==> src/hw/rtl/abkf_pkg.sv <==
// Shared types, constants and fixed-point helpers of the angle and bias Kalman filter.
package abkf_pkg;

  localparam int DW = 32;
  localparam int FB = 16;
  localparam int QW = DW + FB;
  localparam int CW = $clog2(QW + 1);

  localparam logic signed [DW-1:0] MAX_V = {1'b0, {(DW-1){1'b1}}};
  localparam logic signed [DW-1:0] MIN_V = {1'b1, {(DW-1){1'b0}}};

  localparam logic [30:0] DT_RESET = 31'(((5 << FB) + 500) / 1000);
  localparam logic [30:0] QA_RESET = 31'(((2 << FB) + 5) / 10);
  localparam logic [30:0] QB_RESET = 31'(((1 << FB) + 5) / 10);
  localparam logic [30:0] RN_RESET = 31'(1 << (FB - 1));
  localparam logic [31:0] C_RESET  = 32'(1 << FB);
  localparam logic signed [DW-1:0] ONE_Q = DW'(1 << FB);

  typedef enum logic [2:0] {
    CFG_TIME_STEP     = 3'd0,
    CFG_ANGLE_NOISE   = 3'd1,
    CFG_BIAS_NOISE    = 3'd2,
    CFG_MEASURE_NOISE = 3'd3,
    CFG_OBSERVE_GAIN  = 3'd4
  } cfg_idx_e;

  typedef enum logic [3:0] {
    OP_ANG_PRED  = 4'd0,
    OP_AA_PRED   = 4'd1,
    OP_AB_PRED   = 4'd2,
    OP_BA_PRED   = 4'd3,
    OP_BB_PRED   = 4'd4,
    OP_PC0       = 4'd5,
    OP_PC1       = 4'd6,
    OP_T1        = 4'd7,
    OP_E         = 4'd8,
    OP_AA_UPD    = 4'd9,
    OP_AB_UPD    = 4'd10,
    OP_BA_UPD    = 4'd11,
    OP_BB_UPD    = 4'd12,
    OP_ANG_UPD   = 4'd13,
    OP_BIAS_UPD  = 4'd14
  } op_e;

  typedef enum logic [2:0] {
    ST_IDLE, ST_MUL, ST_WB, ST_DIVS, ST_DIV, ST_FIN
  } state_e;

  typedef struct packed {
    op_e  op;
    logic load_in;
    logic mul_en;
    logic wb_en;
    logic div_start;
    logic div_wb;
    logic out_load;
  } cmd_t;

  typedef struct packed {
    logic div_busy;
  } status_t;

  function automatic logic signed [DW-1:0] clamp(input logic signed [DW:0] s);
    if (s[DW] != s[DW-1]) clamp = s[DW] ? MIN_V : MAX_V;
    else clamp = s[DW-1:0];
  endfunction

  function automatic logic signed [DW-1:0] sat_add(input logic signed [DW-1:0] a,
                                                   input logic signed [DW-1:0] b);
    sat_add = clamp({a[DW-1], a} + {b[DW-1], b});
  endfunction

  function automatic logic signed [DW-1:0] sat_sub(input logic signed [DW-1:0] a,
                                                   input logic signed [DW-1:0] b);
    sat_sub = clamp({a[DW-1], a} - {b[DW-1], b});
  endfunction

  // Floor-shift a raw product by FB and saturate.
  function automatic logic signed [DW-1:0] qscale(input logic signed [2*DW-1:0] p);
    logic [2*DW-FB-1:0] sh;
    sh = p[2*DW-1:FB];
    if (sh[2*DW-FB-1:DW-1] == '0 || sh[2*DW-FB-1:DW-1] == '1) qscale = sh[DW-1:0];
    else qscale = sh[2*DW-FB-1] ? MIN_V : MAX_V;
  endfunction

  function automatic logic [DW-1:0] mag(input logic signed [DW-1:0] v);
    mag = v[DW-1] ? DW'(-v) : v;
  endfunction

  // Apply sign to a quotient magnitude and saturate.
  function automatic logic signed [DW-1:0] div_sat(input logic [QW-1:0] q, input logic neg);
    if (neg) begin
      if (q > QW'({1'b1, {(DW-1){1'b0}}})) div_sat = MIN_V;
      else div_sat = DW'(~q[DW-1:0] + 1'b1);
    end else begin
      if (q > QW'(MAX_V)) div_sat = MAX_V;
      else div_sat = q[DW-1:0];
    end
  endfunction

endpackage

==> src/hw/rtl/abkf_ctrl.sv <==
// Controller: sequences the multiply steps, the division and the result hand-off.
module abkf_ctrl (
  input  logic               clk_i,
  input  logic               rst_ni,
  input  logic               in_valid_i,
  output logic               in_ready_o,
  output logic               out_valid_o,
  input  logic               out_ready_i,
  input  abkf_pkg::status_t  status_i,
  output abkf_pkg::cmd_t     cmd_o
);
  abkf_pkg::state_e state_q, state_d;
  abkf_pkg::op_e    op_q, op_d;
  logic             out_valid_q, out_valid_d;

  always_ff @(posedge clk_i or negedge rst_ni) begin
    if (!rst_ni) begin
      state_q     <= abkf_pkg::ST_IDLE;
      op_q        <= abkf_pkg::OP_ANG_PRED;
      out_valid_q <= 1'b0;
    end else begin
      state_q     <= state_d;
      op_q        <= op_d;
      out_valid_q <= out_valid_d;
    end
  end

  always_comb begin
    state_d = state_q;
    op_d    = op_q;
    cmd_o   = '0;
    cmd_o.op = op_q;
    in_ready_o = 1'b0;
    out_valid_d = out_valid_q && !out_ready_i;
    case (state_q)
      abkf_pkg::ST_IDLE: begin
        in_ready_o = 1'b1;
        if (in_valid_i) begin
          cmd_o.load_in = 1'b1;
          op_d    = abkf_pkg::OP_ANG_PRED;
          state_d = abkf_pkg::ST_MUL;
        end
      end
      abkf_pkg::ST_MUL: begin
        cmd_o.mul_en = 1'b1;
        state_d = abkf_pkg::ST_WB;
      end
      abkf_pkg::ST_WB: begin
        cmd_o.wb_en = 1'b1;
        if (op_q == abkf_pkg::OP_E) begin
          state_d = abkf_pkg::ST_DIVS;
        end else if (op_q == abkf_pkg::OP_BIAS_UPD) begin
          state_d = abkf_pkg::ST_FIN;
        end else begin
          op_d    = abkf_pkg::op_e'(op_q + 4'd1);
          state_d = abkf_pkg::ST_MUL;
        end
      end
      abkf_pkg::ST_DIVS: begin
        cmd_o.div_start = 1'b1;
        state_d = abkf_pkg::ST_DIV;
      end
      abkf_pkg::ST_DIV: begin
        if (!status_i.div_busy) begin
          cmd_o.div_wb = 1'b1;
          op_d    = abkf_pkg::op_e'(op_q + 4'd1);
          state_d = abkf_pkg::ST_MUL;
        end
      end
      abkf_pkg::ST_FIN: begin
        // hold until the output slot is free
        if (!out_valid_q || out_ready_i) begin
          cmd_o.out_load = 1'b1;
          out_valid_d = 1'b1;
          state_d = abkf_pkg::ST_IDLE;
        end
      end
      default: state_d = abkf_pkg::ST_IDLE;
    endcase
  end

  assign out_valid_o = out_valid_q;

  a_load_free: assert property (@(posedge clk_i) disable iff (!rst_ni)
    cmd_o.out_load |-> (!out_valid_q || out_ready_i)) else $error("result overwritten");
  a_accept_seq: assert property (@(posedge clk_i) disable iff (!rst_ni)
    (in_valid_i && in_ready_o) |=> state_q == abkf_pkg::ST_MUL
      && op_q == abkf_pkg::OP_ANG_PRED) else $error("update did not start");
  a_div_after_e: assert property (@(posedge clk_i) disable iff (!rst_ni)
    cmd_o.div_start |-> $past(op_q) == abkf_pkg::OP_E) else $error("division out of order");

endmodule

==> config.mk <==
export PLATFORM = sky130hd
export DESIGN_NAME = abkf_ctrl
export DESIGN_NICKNAME = d
export VERILOG_FILES = /design/src/hw/rtl/abkf_pkg.sv /design/src/hw/rtl/abkf_ctrl.sv
export SDC_FILE = /design/constraint.sdc
export NUM_CORES = 1
export LEC_CHECK = 0
export BUFFER_PORTS_ARGS = -buffer_cell sky130_fd_sc_hd__buf_4
export CAP_MARGIN = 20
export CORE_AREA = 8 8 45 47
export DETAILED_ROUTE_END_ITERATION = 10
export DIE_AREA = 0 0 53 55
export GPL_ROUTABILITY_DRIVEN = 0
export GPL_TIMING_DRIVEN = 0
export HOLD_SLACK_MARGIN = 0.1
export PLACE_DENSITY = 0.67
export SYNTH_ARGS = -nofsm -noshare
export SYNTH_HDL_FRONTEND = slang
export SYNTH_SLANG_ARGS = --single-unit
==> constraint.sdc <==
create_clock -name clk_i -period 3.7 [get_ports clk_i]
set_clock_uncertainty 0.05 [all_clocks]
set_input_delay 0.37 -clock clk_i [delete_from_list [all_inputs] [get_ports clk_i]]
set_output_delay 0.37 -clock clk_i [all_outputs]
set_load 0.05 [all_outputs]
==> results of run 1 <==
final timing paths:
kind	startpoint	endpoint	slack, ns	cells after the start
max	state_q[1]$_DFFE_PN0P_	cmd_o[0]	1.64	5
min	in_valid_i	state_q[0]$_DFFE_PN0P_	0.33	3
max reg2reg	op_q[0]$_DFFE_PN0P_	op_q[1]$_DFFE_PN0P_	1.85	6
min reg2reg	state_q[2]$_DFFE_PN0P_	state_q[1]$_DFFE_PN0P_	0.52	2
max in group asynchronous	rst_ni	out_valid_o$_DFF_PN0_	3.05	2
min in group asynchronous	rst_ni	op_q[2]$_DFFE_PN0P_	0.41	2
critical path, stage by stage, from the launching register on:
cell and delay, ns:
dfrtp_1 0.40, buf_2 0.19, nand2b_1 0.20, or2_2 0.30
nor2_1 0.09, buf_4 0.20
through the flow:
step | worst slack, ns | total power, uW | cells | util
final | 1.643 | 690.8 | 96 | 0.5326
after global routing | 1.536 | 745.2 | 96 | 0.5326
after CTS | 1.650 | 693.6 | 96 | 0.5326
after detailed placement | 1.846 | 624.3 | 92 | 0.5090
after global placement | 1.893 | 610.8 | 92 | 0.5090
after floorplan | 0.9385 | 496.0 | 60 | -
routing by layer:
metal	wire, um	GRT usage	vias to the layer above
met1	667	0.1356	235
li1	-	-	255
met5	0	0	-
met4	10	0.05172	0
met3	146	0.05882	2
met2	643	0.1738	21
kinds of logic after synthesis:
family                     after synthesis  share of synthesized area
and+or+nand+nor                         22                     0.2572
AOI/OAI and AO/OA                       16                     0.1863
DFF                                      8                     0.3548
buffers and inverters                    7                    0.05541
muxes                                    4                    0.07982
adders and majority gates                3                    0.06653
timing repair:
action	in CTS	in global routing
hold buffers	1	0
hold endpoints to repair	8	0
endpoints found under the setup margin	0	0
final cells by class:
cell class,instances,area (um^2)
clock buffers,3,22.52
well taps,16,20.02
repair buffers,17,130.1
flip-flops and latches,8,200.2
inverters,4,15.01
plain buffers,3,16.27
fillers,148,646.9
multi-input cells,45,332.8
sequential cells by signal, indices dropped and copies added, names as in the netlist:
name	count
out_valid_o	1
state_q	3
op_q	4
power by group:
group / switching (uW) / leakage (uW) / internal, uW / total (uW)
clock network: 31.3 / 0.0000138 / 37.2 / 68.5
logic: 311 / 0.000227 / 158 / 468
registers: 36.5 / 0.000106 / 117 / 154
cell usage after synthesis, drive strengths merged:
cell    count
dfrtp       8
nor2        5
inv         4
nor3        4
a21oi       3
ha          3
mux2i       3
nand2b      3
o21ai       3
a31oi       2
buf         2
nand2       2
o31ai       2
a211oi      1
a21boi      1
and2        1
and3        1
and4bb      1
clkbuf      1
mux2        1
nand3       1
nor2b       1
nor3b       1
nor4b       1
o211ai      1
o21ba       1
o22ai       1
o41ai       1
or2         1
==> key figures, run 1 <==
Clock network
  – Clk root buf: clkbuf_4
  – Number of buffers added for setup after CTS: 0
  – TritonCTS Buffers: 3
  – CTS tree: done
  – Clock insertion delay at the later pin of the skew report: 0.26 ns
  – Clock Path Buffers: 2
  – Num Clock Sinks: 8
  – Resize count post-CTS: 0
  – Clock transition at path regs: 0.06 ns
  – H-tree Lvls: 1

Finish
  – Most common cell after layout, fill and taps aside: buf_4
  – Most frequent cells in the layout: 17 x buf_4, 8 x dfrtp_1, 5 x nor2_1, 4 x inv_1
  – Final non-filler cell area: 737.0 um^2
  – Layout Area Growth over Synthesis: 30.60%
  – Final nets: 90
  – Antenna Cells: 0
  – Share of cells above drive strength 1: 0.3625

Global route
  – Number of global-route vias before repair: 533
  – Largest net degree at the start of global routing: 11
  – Overflow after GRT: 0
  – First-pass GRT wire length: 2.490 mm
  – Initial antenna violation count: 0
  – Tot GR Track Use: 0.1159

Logic synthesis
  – #FFs+latches synth: 8
  – Synth warnings: 0
  – Netlist Area Pre-Place: 564.3 um^2
  – Synth top area share: 0.3548
  – Most area-consuming cells after synthesis: dfrtp_1 35%, ha_1 6.7%, mux2i_1 5.3%, nand2b_1 3.3%, nor2_1 3.3%
  – Distinct cells, synth: 32
  – Syn Inst Count: 60
  – Post-Syn Area per Cell: approximately 9.4 um^2
  – Largest area contributor in the netlist: dfrtp_1
  – Register area share after synthesis: 0.3548
  – Mapped Nets: 68

Placement
  – Buffers on Ports: 16
  – DP HPWL: 1.139 mm
  – Area after DPL: between 700 and 800 um^2

Job
  – Max-cap violation count: 0

STA
  – Hold_ws: 0.3304 ns
  – Max Slew Vio Count: 0
  – Highest Clock Rate: 486.1 MHz
  – Fin Setup TNS: 0 ns
  – Final Hold Violating Endpoints: 0
  – Setup repair after global routing missed its margin: false
  – Relative slew slack: 0.7099
  – Worst Max-Slew Pin Slew: ~0.43 ns
  – Setup violations, final: 0
  – Tmin final: 2.057 ns
  – Final worst path period share: 0.5560

Floorplan
  – Placement row count: 14
  – Initial Util: 0.4078
  – Die area: 2915 um^2
  – Die extent in y: 55 um
  – DIE WIDTH: between 50 and 60 um
  – Ports: 17
  – Core region area: 1384 um^2

Setup path
  – CP Launch Type: flop
  – Critical setup path kind: flop to primary output
  – Crit path DAT: around 1.6 ns
  – Worst EP required: 3.28 ns
  – CP max FO: 10
  – Crit. End Element: primary output

Route
  – Routed wire length: around 1.5 mm
  – Avg WL per Cell: around 15 um
  – Drt pass-1 iters: 4
  – Via Count: between 500 and 600
  – Post-route DRC: 0
  – Detail Route Antenna Nets: 0
  – Drt initial violations: 12
  – Vias per inst: approximately 5.3

Status
  – Outcome: finished, final reports clean

Power and ir drop
  – Pwr Density: approximately 940 nW/um^2
  – P_leak: roughly 0.00035 uW
  – Worst vdd ir: ~0.36 mV

Worst hold path
  – HP Class: primary input to flop
No activity file was read; power rests on OpenSTA's default activity.
==> run 2, diff against run 1 <==
--- a/config.mk
+++ b/config.mk
@@ -7,13 +7,13 @@
 export LEC_CHECK = 0
 export BUFFER_PORTS_ARGS = -buffer_cell sky130_fd_sc_hd__buf_4
 export CAP_MARGIN = 20
-export CORE_AREA = 8 8 45 47
+export CORE_AREA = 8 8 46 48
 export DETAILED_ROUTE_END_ITERATION = 10
-export DIE_AREA = 0 0 53 55
+export DIE_AREA = 0 0 54 56
 export GPL_ROUTABILITY_DRIVEN = 0
 export GPL_TIMING_DRIVEN = 0
 export HOLD_SLACK_MARGIN = 0.1
-export PLACE_DENSITY = 0.67
+export PLACE_DENSITY = 0.66
 export SYNTH_ARGS = -nofsm -noshare
 export SYNTH_HDL_FRONTEND = slang
 export SYNTH_SLANG_ARGS = --single-unit
==> constraint.sdc (replaced) <==
create_clock -name clk_i -period 1.73 [get_ports clk_i]
set_clock_uncertainty 0.05 [all_clocks]
set_input_delay 0.173 -clock clk_i [delete_from_list [all_inputs] [get_ports clk_i]]
set_output_delay 0.173 -clock clk_i [all_outputs]
set_load 0.05 [all_outputs]
==> run 2 against run 1 <==
Worst hold slack lost 0.20 ns. Critical path depth grew 1. Routed wire length fell by 2.9%. Sequential share of layout area shrank 3.5 points. Setup slack worse by 1.6 ns. Critical path type is now flop to flop. First-iteration DRC count is 33% lower. Register-to-register slack got worse by 1.8 ns. Non-clock buffer count rose by 7. Clock-buffer cell count rose by 1. Global-route usage is 2.0 points lower. Largest power group unchanged.
==> key figures, run 2 (synthesized netlist as in run 1, its figures left out) <==
Finish
  – Most common cell after layout, fill and taps aside: buf_4 (unchanged)
  – Fill cells: 131 (was 148)
  – Post-layout util: 0.6002 (was 0.5326)
  – Final nets: 97 (was 90)
  – Layout Area Growth over Synthesis: 52.77% (was 30.60%)
  – Largest register by flop count: op_q (unchanged)
  – Most frequent cells in the layout: 24 x buf_4, 5 x dfrtp_1, 4 x nor2_1 (was 17 x buf_4, 8 x dfrtp_1, 5 x nor2_1, 4 x inv_1)
  – Area of the multi-input gates: 384.1 um^2 (was 332.8 um^2)
  – Max FFs per register: 4 (unchanged)
  – Antenna Cells: 0 (unchanged)
  – Share of cells above drive strength 1: 0.5227 (was 0.3625)
  – Register Area: 203.9 um^2 (was 200.2 um^2)

Setup path
  – Reg2Reg Setup Slack: 0.06 ns (was 1.85 ns)
  – Worst EP required: 1.87 ns (was 3.28 ns)
  – Crit path DAT: 1.80 ns (was 1.64 ns)
  – Critical setup path kind: flop to flop (was flop to primary output)
  – FF-to-FF path depth: 6 (unchanged)
  – Crit. End Element: flop (was primary output)
  – Slowest-stage cell, CP: dfrtp_2 (was dfrtp_1)
  – CP max FO: 4 (was 10)
  – CP cell instances: inv_1 > ha_1 > mux2_4 > and3_4 > nor3_4 > mux2i_1 (was buf_2 > nand2b_1 > or2_2 > nor2_1 > buf_4)
  – Reg-to-Reg Start: op_q[1]$_DFFE_PN0P_ (was op_q[0]$_DFFE_PN0P_)
  – CP Launch Type: flop (unchanged)
  – Crit path largest cell delay: 0.38 ns (was 0.40 ns)
  – Crit. Startpoint: op_q[1]$_DFFE_PN0P_ (was state_q[1]$_DFFE_PN0P_)
  – Reg-to-Reg End: op_q[1]$_DFFE_PN0P_ (unchanged)
  – Worst path top cell family by delay: multiplexers (was simple AND/OR/NAND/NOR gates)
  – Buf/Inv on CP: 1 (was 2)

Power and ir drop
  – P_leak: 0.0003980 uW (was 0.0003470 uW)
  – Worst vdd ir: 0.8757 mV (was 0.3630 mV)
  – Combinational share of power: 0.718 (was 0.678)
  – P_sw: 875.7 uW (was 378.5 uW)
  – Seq pwr share: 0.188 (was 0.223)
  – Clock power share: 0.093 (was 0.099)
  – Pwr Density: 1973 nW/um^2 (was 937.3 nW/um^2)
  – Pint: 825.6 uW (was 312.3 uW)
  – Net Sw Frac: 0.5147 (was 0.5479)

Worst hold path
  – Worst hold path stage count: 3 (unchanged)
  – Hold Crit Start: in_valid_i (unchanged)
  – HP Class: primary input to flop (unchanged)
  – Worst Hold End: state_q[0]$_DFFE_PN0P_ (unchanged)

Placement
  – DP HPWL: 1.026 mm (was 1.139 mm)
  – Buffers on Ports: 16 (unchanged)
  – Dpl ws: -0.0006637 ns (was 1.846 ns)

Route
  – Avg WL per Cell: 13.71 um (was 15.29 um)
  – Drt initial violations: 8 (was 12)
  – Vias per inst: 5.337 (was 5.344)
  – Via Count: 555 (was 513)
  – Drt pass-1 iters: 4 (unchanged)
  – Post-route DRC: 0 (unchanged)
  – Detail Route Antenna Nets: 0 (unchanged)
  – Routed wire length: 1.426 mm (was 1.468 mm)

Clock network
  – Num Clock Sinks: 8 (unchanged)
  – Clock insertion delay at the later pin of the skew report: 0.26 ns (about the same)
  – CTS tree: done (unchanged)
  – TritonCTS Buffers: 3 (unchanged)
  – Clock transition at path regs: 0.06 ns (about the same)
  – Clock Path Buffers: 2 (unchanged)
  – H-tree Lvls: 1 (unchanged)
  – Clk root buf: clkbuf_4 (unchanged)

Global route
  – Initial antenna violation count: 0 (unchanged)
  – Tot GR Track Use: 0.09594 (was 0.1159)
  – First-pass GRT wire length: 2.277 mm (was 2.490 mm)
  – Number of global-route vias before repair: 544 (was 533)
  – Overflow after GRT: 0 (unchanged)
  – Largest net degree at the start of global routing: 11 (unchanged)

Floorplan
  – Die extent in y: 56 um (was 55 um)
  – Initial Util: 0.3929 (was 0.4078)
  – Ports: 17 (unchanged)
  – Placement row count: 14 (unchanged)
  – Die area: 3024 um^2 (was 2915 um^2)
  – Core region area: 1436 um^2 (was 1384 um^2)
  – DIE WIDTH: 54 um (was 53 um)

STA
  – Setup violations, final: 0 (unchanged)
  – Final Hold Violating Endpoints: 0 (unchanged)
  – Worst Max-Slew Pin Slew: 0.6433 ns (was 0.4341 ns)
  – Final worst path period share: 0.9632
  – Highest Clock Rate: 600.1 MHz
  – Max Slew Vio Count: 0 (unchanged)
  – Relative slew slack: 0.5675 (was 0.7099)
  – Final WS setup: 0.06367 ns (was 1.643 ns)
  – Setup repair after global routing missed its margin: true (was false)
  – Tmin final: 1.666 ns

Status
  – Outcome: finished, final reports clean (unchanged)

Job
  – Max-cap violation count: 0 (unchanged)
## run 2: how the worst max path moves through the flow
| stage | to | slack [ns] | depth (start not counted) |
|---|---|---|---|
| after floorplan | cmd_o[5] | -0.18 | 3 |
| after global placement | op_q[2]$_DFFE_PN0P_ | 0.0008 | 6 |
| after detailed placement | op_q[1]$_DFFE_PN0P_ | -0.0007 | 6 |
| after CTS | cmd_o[0] | 0.003 | 5 |
| after global routing | op_q[1]$_DFFE_PN0P_ | -0.02 | 6 |
| final | op_q[1]$_DFFE_PN0P_ | 0.06 | 6 |
## run 2: layout make-up
class | count | share of cell area
well taps | 16 | 0.02322
flip-flops and latches | 8 | 0.2366
inverters | 4 | 0.01742
plain buffers | 3 | 0.03048
multi-input cells | 45 | 0.4456
clock buffers | 4 | 0.03048
repair buffers | 24 | 0.2163
## run 2: layer usage
| layer | vias to the layer above | track usage | share of wire |
|---|---|---|---|
| li1 | 271 | - | - |
| met1 | 257 | 0.1210 | 0.43 |
| met2 | 25 | 0.1277 | 0.44 |
| met3 | 2 | 0.04545 | 0.13 |
| met4 | 0 | 0.05282 | 0.0042 |
| met5 | - | 0 | 0 |
## run 2: worst reg2reg max path: stages (launching register included)
cell     delay, ns
dfrtp_2       0.38
inv_1         0.06
ha_1          0.19
mux2_4        0.27
and3_4        0.20
nor3_4        0.23
mux2i_1       0.21
## run 2: metrics by stage
stage / cell area (um^2) / instances / hold slack, ns / power (uW) / setup TNS [ns]
finish: 862.1 / 104 / 0.1340 / 1701 / 0
global route: 862.1 / 104 / 0.1610 / 1811 / -0.03231
CTS: 828.3 / 101 / 0.1288 / 1649 / 0
detailed placement: 734.5 / 92 / -0.05001 / 1375 / -0.0006637
global placement: 734.5 / 92 / -0.05066 / 1371 / 0
floorplan: 594.3 / 60 / -0.1726 / 1120 / -0.5423
## run 2: timing repair
action                                  in CTS  in global routing
cloned                                       0                  0
resized for setup                            7                  4
endpoints found under the hold margin        8                  0
pin swaps                                    0                  2
hold buffers                                 1                  0
buffers inserted                             4                  3
endpoints found under the setup margin       5                  3
## run 2: power by group through the flow
stage	Combinational (uW)	Clock, uW	Sequential (uW)
floorplan	678	0	442
global placement	1030	0	340
detailed placement	1040	0	338
CTS	1170	162	316
global route	1310	171	332
finish	1220	159	320
